**src/sv/drfd_pkg.sv**
```systemverilog
// Shared types and constants for the display reply frame decoder.
// No dependencies; imported by every module of the block.
package drfd_pkg;

   localparam int MAX_FRAME_BYTES_DEF = 32;
   localparam int COUNT_W = 6;

   localparam logic [7:0] HDR_TOUCH  = 8'h65;
   localparam logic [7:0] HDR_NUMBER = 8'h71;
   localparam logic [7:0] TERM_BYTE  = 8'hFF;

   localparam logic [1:0]         FF_RUN_END    = 2'd3;
   localparam logic [COUNT_W-1:0] TOUCH_LEN     = 6'd7;
   localparam logic [COUNT_W-1:0] NUMBER_MIN_LEN = 6'd8;

   // Reply register indexes
   localparam logic [1:0] CSR_START_PAGE     = 2'd0;
   localparam logic [1:0] CSR_START_BUTTON   = 2'd1;
   localparam logic [1:0] CSR_RESTART_PAGE   = 2'd2;
   localparam logic [1:0] CSR_RESTART_BUTTON = 2'd3;

   // Event codes
   localparam logic [1:0] EVT_START   = 2'd0;
   localparam logic [1:0] EVT_RESTART = 2'd1;
   localparam logic [1:0] EVT_NUMBER  = 2'd2;

   typedef struct packed {
      logic       hit;
      logic [1:0] kind;
   } decode_result_type;

endpackage

```
**src/sv/drfd_decode.sv**
```systemverilog
// Frame classifier: turns a finished frame into an event code.
// Depends on drfd_pkg.
module drfd_decode
   import drfd_pkg::*;
(
   input  logic [7:0]         header,
   input  logic [31:0]        payload,
   input  logic [COUNT_W-1:0] frame_bytes,
   input  logic [7:0]         start_page,
   input  logic [7:0]         start_button,
   input  logic [7:0]         restart_page,
   input  logic [7:0]         restart_button,
   output decode_result_type  result
);

   logic [7:0] page;
   logic [7:0] comp_id;
   logic       released;
   logic       is_touch;
   logic       is_number;
   logic       start_match;
   logic       restart_match;

   assign page     = payload[7:0];
   assign comp_id  = payload[15:8];
   assign released = (payload[23:16] == 8'h00);

   assign is_touch  = (header == HDR_TOUCH) && (frame_bytes == TOUCH_LEN);
   assign is_number = (header == HDR_NUMBER) && (frame_bytes >= NUMBER_MIN_LEN);

   assign start_match   = (page == start_page) && (comp_id == start_button);
   assign restart_match = (page == restart_page) && (comp_id == restart_button);

   always_comb begin
      result.hit  = 1'b0;
      result.kind = EVT_START;
      if (is_touch) begin
         if (released && start_match) begin
            result.hit  = 1'b1;
            result.kind = EVT_START;
         end else if (released && restart_match) begin
            result.hit  = 1'b1;
            result.kind = EVT_RESTART;
         end
      end else if (is_number) begin
         result.hit  = 1'b1;
         result.kind = EVT_NUMBER;
      end
   end

endmodule

```
**src/sv/display_reply_frame_decoder.sv**
```systemverilog
// Reply frame decoder, top level. Takes one received byte per cycle while
// req_ready is high; a frame ends on three 0xFF bytes in a row and may yield
// one event. A result appears on the rsp_ channel the cycle after the
// terminating byte is accepted and is held in an output register; req_ready
// drops only while that register holds a result that rsp_ready does not take.
// Depends on drfd_pkg and drfd_decode.
module display_reply_frame_decoder
   import drfd_pkg::*;
#(
   parameter int MAX_FRAME_BYTES = MAX_FRAME_BYTES_DEF
) (
   input  logic        clock,
   input  logic        reset,
   input  logic        req_valid,
   output logic        req_ready,
   input  logic [7:0]  req_rx_byte,
   output logic        rsp_valid,
   input  logic        rsp_ready,
   output logic [1:0]  rsp_event_kind,
   output logic [31:0] rsp_number_value,
   input  logic        csr_we,
   input  logic [1:0]  csr_index,
   input  logic [7:0]  csr_wdata
);

   localparam logic [COUNT_W-1:0] MaxCount = COUNT_W'(MAX_FRAME_BYTES);

   logic [7:0]         start_page_ff, start_button_ff, restart_page_ff, restart_button_ff;
   logic [COUNT_W-1:0] byte_count_ff, byte_count_in;
   logic [1:0]         ff_run_ff, ff_run_in;
   logic [7:0]         header_ff, header_in;
   logic [31:0]        payload_ff, payload_in;
   logic               rsp_valid_ff, rsp_valid_in;
   logic [1:0]         kind_ff, kind_in;
   logic [31:0]        number_ff, number_in;

   logic               accept;
   logic               overflow;
   logic [1:0]         run_next;
   logic               frame_end;
   logic [COUNT_W-1:0] frame_bytes;
   decode_result_type  dec;

   assign req_ready = !rsp_valid_ff || rsp_ready;
   assign accept    = req_valid && req_ready;

   assign overflow    = (byte_count_ff >= MaxCount);
   assign run_next    = (req_rx_byte == TERM_BYTE) ? ff_run_ff + 2'd1 : 2'd0;
   assign frame_end   = (run_next == FF_RUN_END);
   assign frame_bytes = byte_count_ff + COUNT_W'(1);

   // frame contents including the byte being taken now
   always_comb begin
      header_in  = (byte_count_ff == '0) ? req_rx_byte : header_ff;
      payload_in = payload_ff;
      for (int k = 0; k < 4; k++) begin
         if (byte_count_ff == COUNT_W'(k + 1))
            payload_in[8*k +: 8] = req_rx_byte;
      end
   end

   drfd_decode u_decode (
      .header         (header_in),
      .payload        (payload_in),
      .frame_bytes    (frame_bytes),
      .start_page     (start_page_ff),
      .start_button   (start_button_ff),
      .restart_page   (restart_page_ff),
      .restart_button (restart_button_ff),
      .result         (dec)
   );

   always_comb begin
      byte_count_in = byte_count_ff;
      ff_run_in     = ff_run_ff;
      rsp_valid_in  = rsp_valid_ff && !rsp_ready;
      kind_in       = kind_ff;
      number_in     = number_ff;
      if (accept) begin
         if (overflow) begin
            byte_count_in = '0;
            ff_run_in     = 2'd0;
         end else if (frame_end) begin
            byte_count_in = '0;
            ff_run_in     = 2'd0;
            if (dec.hit) begin
               rsp_valid_in = 1'b1;
               kind_in      = dec.kind;
               number_in    = (dec.kind == EVT_NUMBER) ? payload_in : 32'h0;
            end
         end else begin
            byte_count_in = frame_bytes;
            ff_run_in     = run_next;
         end
      end
   end

   always_ff @(posedge clock) begin
      if (reset) begin
         byte_count_ff <= '0;
         ff_run_ff     <= 2'd0;
         rsp_valid_ff  <= 1'b0;
      end else begin
         byte_count_ff <= byte_count_in;
         ff_run_ff     <= ff_run_in;
         rsp_valid_ff  <= rsp_valid_in;
      end
   end

   // frame storage and result payload
   always_ff @(posedge clock) begin
      if (accept && !overflow) begin
         header_ff  <= header_in;
         payload_ff <= payload_in;
      end
      kind_ff   <= kind_in;
      number_ff <= number_in;
   end

   always_ff @(posedge clock) begin
      if (reset) begin
         start_page_ff     <= 8'h00;
         start_button_ff   <= 8'h00;
         restart_page_ff   <= 8'h00;
         restart_button_ff <= 8'h00;
      end else if (csr_we) begin
         case (csr_index)
            CSR_START_PAGE:     start_page_ff     <= csr_wdata;
            CSR_START_BUTTON:   start_button_ff   <= csr_wdata;
            CSR_RESTART_PAGE:   restart_page_ff   <= csr_wdata;
            CSR_RESTART_BUTTON: restart_button_ff <= csr_wdata;
            default: ;
         endcase
      end
   end

   assign rsp_valid        = rsp_valid_ff;
   assign rsp_event_kind   = kind_ff;
   assign rsp_number_value = number_ff;

endmodule

```
**config.mk**
```make
export PLATFORM = sky130hd
export DESIGN_NAME = display_reply_frame_decoder
export DESIGN_NICKNAME = d
export VERILOG_FILES = /design/src/sv/drfd_pkg.sv /design/src/sv/drfd_decode.sv /design/src/sv/display_reply_frame_decoder.sv
export SDC_FILE = /design/constraint.sdc
export NUM_CORES = 1
export LEC_CHECK = 0
export BUFFER_PORTS_ARGS = -buffer_cell sky130_fd_sc_hd__buf_2
export CAP_MARGIN = 30
export CORE_MARGIN = 8
export CORE_UTILIZATION = 58
export CTS_CLUSTER_SIZE = 30
export DETAILED_ROUTE_END_ITERATION = 10
export GPL_ROUTABILITY_DRIVEN = 0
export PLACE_DENSITY = 0.8
export REMOVE_ABC_BUFFERS = 1
export SLEW_MARGIN = 20
export SYNTH_ARGS = -nofsm -noshare
export SYNTH_HDL_FRONTEND = slang
export SYNTH_SLANG_ARGS = --single-unit
```
**constraint.sdc**
```tcl
create_clock -name clock -period 11.02 [get_ports clock]
set_input_delay 1.653 -clock clock [delete_from_list [all_inputs] [get_ports clock]]
set_output_delay 1.653 -clock clock [all_outputs]
set_load 0.01 [all_outputs]
```
# [Yosys cells after proc, flatten, opt, wreduce, memory -nomap -nowiden]
# Index checks and enable logic that the tools add are counted.
# W data, S select, Z words.
[totals] regBits=115 in_bits=23
[classes] add_sub_neg=2 order_cmp=2 n_eq_ne=17 muxes=18 bitwise=1 n_reduce_logical=21
[op_table] cell="$mux W8" count=5
[op_table] cell="$eq A8 B8 Y1" count=4
[op_table] cell="$eq A8 B7 Y1 const B" count=2
[op_table] cell="$eq A6 B2 Y1 const B" count=2
[op_table] cell="$eq A6 B3 Y1 const B" count=2
[op_table] cell="$mux W3" count=4
[op_table] cell="$mux W6" count=2
[op_table] cell="$logic_and A1 B1 Y1" count=9
[op_table] cell="$eq A2 B2 Y1 const B" count=4
[op_table] cell="$eq A8 B8 Y1 const B" count=1
[op_table] cell="$logic_not A8 Y1" count=1
[op_table] cell="$reduce_and A2 Y1" count=4
[op_table] cell="$add A6 B1 Y6 const B" count=1
[op_table] cell="$eq A6 B1 Y1 const B" count=1
[op_table] cell="$ge A6 B4 Y1 const B" count=1
[op_table] cell="$ge A6 B6 Y1 const B" count=1
[op_table] cell="$logic_not A6 Y1" count=1
[op_table] cell="$mux W2" count=3
[op_table] cell="$mux W1" count=4
[op_table] cell="$reduce_and A4 Y1" count=1
[op_table] cell="$logic_not A1 Y1" count=3
[op_table] cell="$add A2 B1 Y2 const B" count=1
[op_table] cell="$eq A2 B1 Y1 const B" count=1
[op_table] cell="$logic_not A2 Y1" count=1
[op_table] cell="other kinds (2)" count=2

# [Logic depth before layout (Yosys ltp)]
[logic_depth] ltp_word=12 mapped_depth=9 mapped_depth_nobuf=9

# [By module]
# A second synthesis with hierarchy kept.
[unflattened] hier_cells=379 area_unflattened_um2=5046.1
[by_module_without_submodules] module="display_reply_frame_decoder" n_inst=1 cells_each=321 area_per_inst_um2=4583.1
[by_module_without_submodules] module="drfd_decode" n_inst=1 cells_each=58 area_per_inst_um2=462.9

# [Least setup slack after synthesis]
# OpenSTA, ideal clock, no wires.
[synth_path] kind="input to register" startpoint="input port req_rx_byte[0]" endpoint="register kind_ff[0] (netlist: rsp_event_kind[0]), enable pin" setup_time_ps=426 arrival_ps=4814 required_ps=10594 path_slack_ps=5779 cell_stages=8 cell_sequence="buf_6 > or3_1 > or4_1 > mux2i_1 > o21ai_1 > nor4_1 > o2111ai_1 > a311oi_2"
[synth_between] elab_chain_len=8 word_cells_on_any_way=25 cone_classes="eq/ne (8); mux (9); reduce/logical (8)"
[synth_rtl] item="from (decl)" line="display_reply_frame_decoder.sv:16" source="input logic [7:0] req_rx_byte,"
[synth_rtl] item="$mux W8" line="display_reply_frame_decoder.sv:57" source="if (byte_count_ff == COUNT_W'(k + 1))"
[synth_rtl] item="$eq A8 B8 Y1" line="drfd_decode.sv:32" source="assign restart_match = (page == restart_page) && (comp_id == restart_button);"
[synth_rtl] item="$logic_and A1 B1 Y1" line="drfd_decode.sv:32"
[synth_rtl] item="$logic_and A1 B1 Y1" line="drfd_decode.sv:41" source="end else if (released && restart_match) begin"
[synth_rtl] item="$mux W3" line="drfd_decode.sv:41"
[synth_rtl] item="$mux W3" line="drfd_decode.sv:38" source="if (released && start_match) begin"
[synth_rtl] item="$mux W3" line="drfd_decode.sv:37" source="if (is_touch) begin"
[synth_rtl] item="$reduce_and A4 Y1 (no source line) *"
[synth_rtl] item="to (signal assigned)" line="display_reply_frame_decoder.sv:116" source="kind_ff <= kind_in;"
[synth_rtl] item="to (decl)" line="display_reply_frame_decoder.sv:34" source="logic [1:0] kind_ff, kind_in;"
# Every way passes the cells marked *; elsewhere a longest branch is shown, timed or not.
# A chain may end at the register's enable or synchronous reset.

# [Final worst setup path]
[layout_path] startpoint="input port req_rx_byte[1]" endpoint="register number_ff[10] (netlist: rsp_number_value[10]), enable pin"
[layout_between] elab_chain_len=8 word_cells_on_any_way=25 cone_classes="eq/ne (8); mux (9); reduce/logical (8)"
[layout_rtl] item="$mux W8" line="display_reply_frame_decoder.sv:57"
[layout_rtl] item="$eq A8 B8 Y1" line="drfd_decode.sv:32"
[layout_rtl] item="$logic_and A1 B1 Y1" line="drfd_decode.sv:32"
[layout_rtl] item="$logic_and A1 B1 Y1" line="drfd_decode.sv:41"
[layout_rtl] item="$mux W3" line="drfd_decode.sv:41"
[layout_rtl] item="$mux W3" line="drfd_decode.sv:38"
[layout_rtl] item="$mux W3" line="drfd_decode.sv:37"
[layout_rtl] item="$reduce_and A4 Y1 (no source line) *"
[layout_rtl] item="to (signal assigned)" line="display_reply_frame_decoder.sv:117" source="number_ff <= number_in;"
[layout_rtl] item="to (decl)" line="display_reply_frame_decoder.sv:35" source="logic [31:0] number_ff, number_in;"
# Marks and branches as above.

==> qor.yml <==
antenna_found_initial: 0
fin_nets: 611
relSlewSlack_pct: 49.95
final_layout_size_suffix_gt1_share_pct: 21.64
wl_microns: 14220
crit_path_max_fanout: 29
crit_type: "in -> reg"
crit_path_start: "req_rx_byte[1]"
synth-seq-area-share_pct: 52.67
clock_skew_ps: 4.390
finalCriticalPeriod_ps: 4381
io_pins: 59
power.share.sequential_pct: 39.8
grt_pass1_vias: 4492
tritoncts: "built"
syn_to_final_growth_pct: 17.72
hold_slack_ps: 559.2
synth_cell_types: 72
hold_start: "header_ff[5]"
worst_ep_required_time_ps: 11210
post_cts_resized: 0
final-max-slew-violation-count: 0
core-area_sq_mm: 0.009729
tns_ps: 0
ff2ff_path_depth: 9
switchingPower_w: 0.0002648
hold_viol: 0
clockPowerShare_pct: 52.6
postRouteAntennaNets: 0
path_cells: "buf_2, or3_1, or4_1, mux2i_1, o21ai_1, nor4_1, o2111ai_1, a311oi_4, buf_4"
overflow: 0
critPathMaxStageDelay_ps: 480
clk_transition_reported_paths_ps: 60
row_count: 36
tightest_slew_ps: 750.8
drt-wirelength-per-cell_microns: 19.50
ys.flop_type: "edfxtp_1"
start_util_pct: 59.37
grt_max_degree: 42
synth-async-reset-ratio_pct: 0
min_period_over_period_pct: 39.76
synth-edff-count: 74
initialDrtViolationCount: 521
power_frac_comb_pct: 7.7
synth-seq-cells: 115
met1_usage_pct: 27.04
cts_setup_buffers: 0
insertion_delay_ps: 520
rsz0062_at_grt: "no"
ctsHoldBuffers: 0
status: "complete, no violations"
portBuffers: 58
synth_area_per_cell_sq_um: 10.92
setup_viol: 0
cap_violations: 0
cts_max_path_buffers: 2
max_freq_mhz: 228.3
p_leak_nw: 2.606
nFillCells: 733
ys_warn_count: 0
die_w_microns: 115.8
cts_buffers: 17
die_area_sq_mm: 0.01341
internal-power_w: 0.0009719
crit_arrival_ps: 4570
multi_input_area_sq_mm: 0.002417
grt.met2_usage_pct: 35.76
die_y_microns: 115.8
antenna_cells: 0
htree_levels: 4
drc_errors: 0
cp-end-kind: "flip-flop"
grt_usage_pct: 22.48
regArea_sq_mm: 0.003043
start_kind: "input pin"
power.density_mw_per_mm2: 181.9
vias: 4433
synth_area_sq_mm: 0.005777
grt_first_pass_wirelength_microns: 22910
vdd_drop_max_v: 0.0001146
viasPerCell: 6.081
dp_hpwl_microns: 10020
swShare_pct: 21.41
reg2reg_from: "byte_count_ff[0]"
min_path_cells: 2
cts-root-buf: "clkbuf_8"
cts.sinks: 115
use_met3_pct: 5.784
grt.busiest_layer: "met2"
syn-instance-count: 529
holdCritPathClass: "reg -> reg"
crit_slowest_cell: "or4_1"
drt_first_pass_iters: 7
## synth_stat cells, types with 3 or more instances
cell type | count | share of area, %
a21oi_1 | 15 | 1.3
a22oi_1 | 5 | 0.65
a311oi_1 | 4 | 0.61
a31oi_1 | 5 | 0.54
and2_1 | 3 | 0.32
buf_6 | 6 | 1.2
clkbuf_1 | 17 | 1.1
dfxtp_1 | 41 | 14
edfxtp_1 | 74 | 38
ha_1 | 5 | 1.1
inv_1 | 39 | 2.5
mux2_2 | 18 | 3.5
mux2i_1 | 33 | 5.7
nand2_1 | 26 | 1.7
nand2b_1 | 4 | 0.43
nand3_1 | 9 | 0.78
nand3b_1 | 4 | 0.52
nand4_1 | 4 | 0.43
nor2_1 | 67 | 4.4
nor2b_1 | 24 | 2.6
nor3_1 | 4 | 0.35
nor3b_1 | 5 | 0.65
nor4_1 | 9 | 0.97
o2111ai_1 | 4 | 0.61
o21ai_0 | 14 | 1.2
o22ai_1 | 7 | 0.76
xnor2_1 | 12 | 1.8
xor2_1 | 13 | 2.0
## routing by layer
layer / wire, microns / up-vias / part of all wire (%)
li1: - / 2023 / -
met1: 5828 / 2133 / 41
met2: 6761 / 221 / 48
met3: 1124 / 56 / 7.9
met4: 504 / 0 / 3.5
met5: 0 / - / 0
## worst max-delay path, delay by kind of cell
family,cells,cell delay [ps]
compound gates,3,830
buf+inv,2,630
mux,1,250
simple gates,3,1190
## cells in the final DEF, fill, tap and decap left out, drive strengths merged, types with 5 or more instances in the layout
cell type  synthesis  final
a21oi             16     16
a22oi              5      5
a311oi             5      5
a31oi              5      5
buf                8     63
bufinv             0      8
clkbuf            20     18
dfxtp             41     41
edfxtp            74     74
ha                 5      5
inv               39     40
mux2              18     18
mux2i             34     34
nand2             27     27
nand3             10     10
nor2              69     69
nor2b             24     24
nor3b              5      5
nor4              10     10
o21ai             16     16
o22ai              7      7
xnor2             12     12
xor2              13     13
## power groups by stage
stage               Combinational [W]  Sequential [W]  Clock [W]
finish                      0.0000951        0.000492   0.000650
CTS                         0.0000934        0.000491   0.000656
global route                 0.000103        0.000493   0.000677
detailed placement          0.0000921        0.000499          0
global placement            0.0000896        0.000498          0
floorplan                   0.0000622        0.000494          0
## final cells by class
class	count	share of cell area, %
tap	133	2.447
timing repair buffer	63	4.821
sequential	115	44.75
inverter	39	2.153
multi-input combinational	347	35.55
clock inverter	14	4.140
clock buffer	18	6.145
## state kept, by name, summed over array words and instances (netlist names)
name	flops
ff_run_ff	2
start_button_ff	8
rsp_event_kind	2
byte_count_ff	6
restart_page_ff	8
rsp_number_value	32
start_page_ff	8
header_ff	8
restart_button_ff	8
rsp_valid	1
payload_ff	32
## final timing paths
kind / slack (ps) / to
setup / recovery: 6640 / rsp_number_value[10]
hold / removal: 560 / header_ff[5]
setup reg to reg: 7170 / rsp_number_value[10]
hold reg to reg: 560 / header_ff[5]
## through the flow
step                      setup slack, ps  util [%]   power, W  cell area, sq um  instances
after CTS                            6675     69.89   0.001240              6800        729
after global placement               6227     62.71  0.0005881              6101        697
after global routing                 6468     69.89   0.001274              6800        729
final                                6639     69.89   0.001237              6800        729
after detailed placement             6096     62.71  0.0005914              6101        697
after floorplan                      5799         -  0.0005567              5595        501
## cell families (layout without fill, tap and decap cells)
logic type | count (synthesis) | in the layout | share of synthesized area [%]
simple gates | 181 | 181 | 16.53
flops | 115 | 115 | 52.67
compound gates | 84 | 84 | 10.79
buf+inv | 67 | 134 | 5.674
mux | 52 | 52 | 9.465
xor+xnor | 25 | 25 | 3.790
fa+ha+maj | 5 | 5 | 1.083
Note: power is estimated with default switching activity, not from simulation.
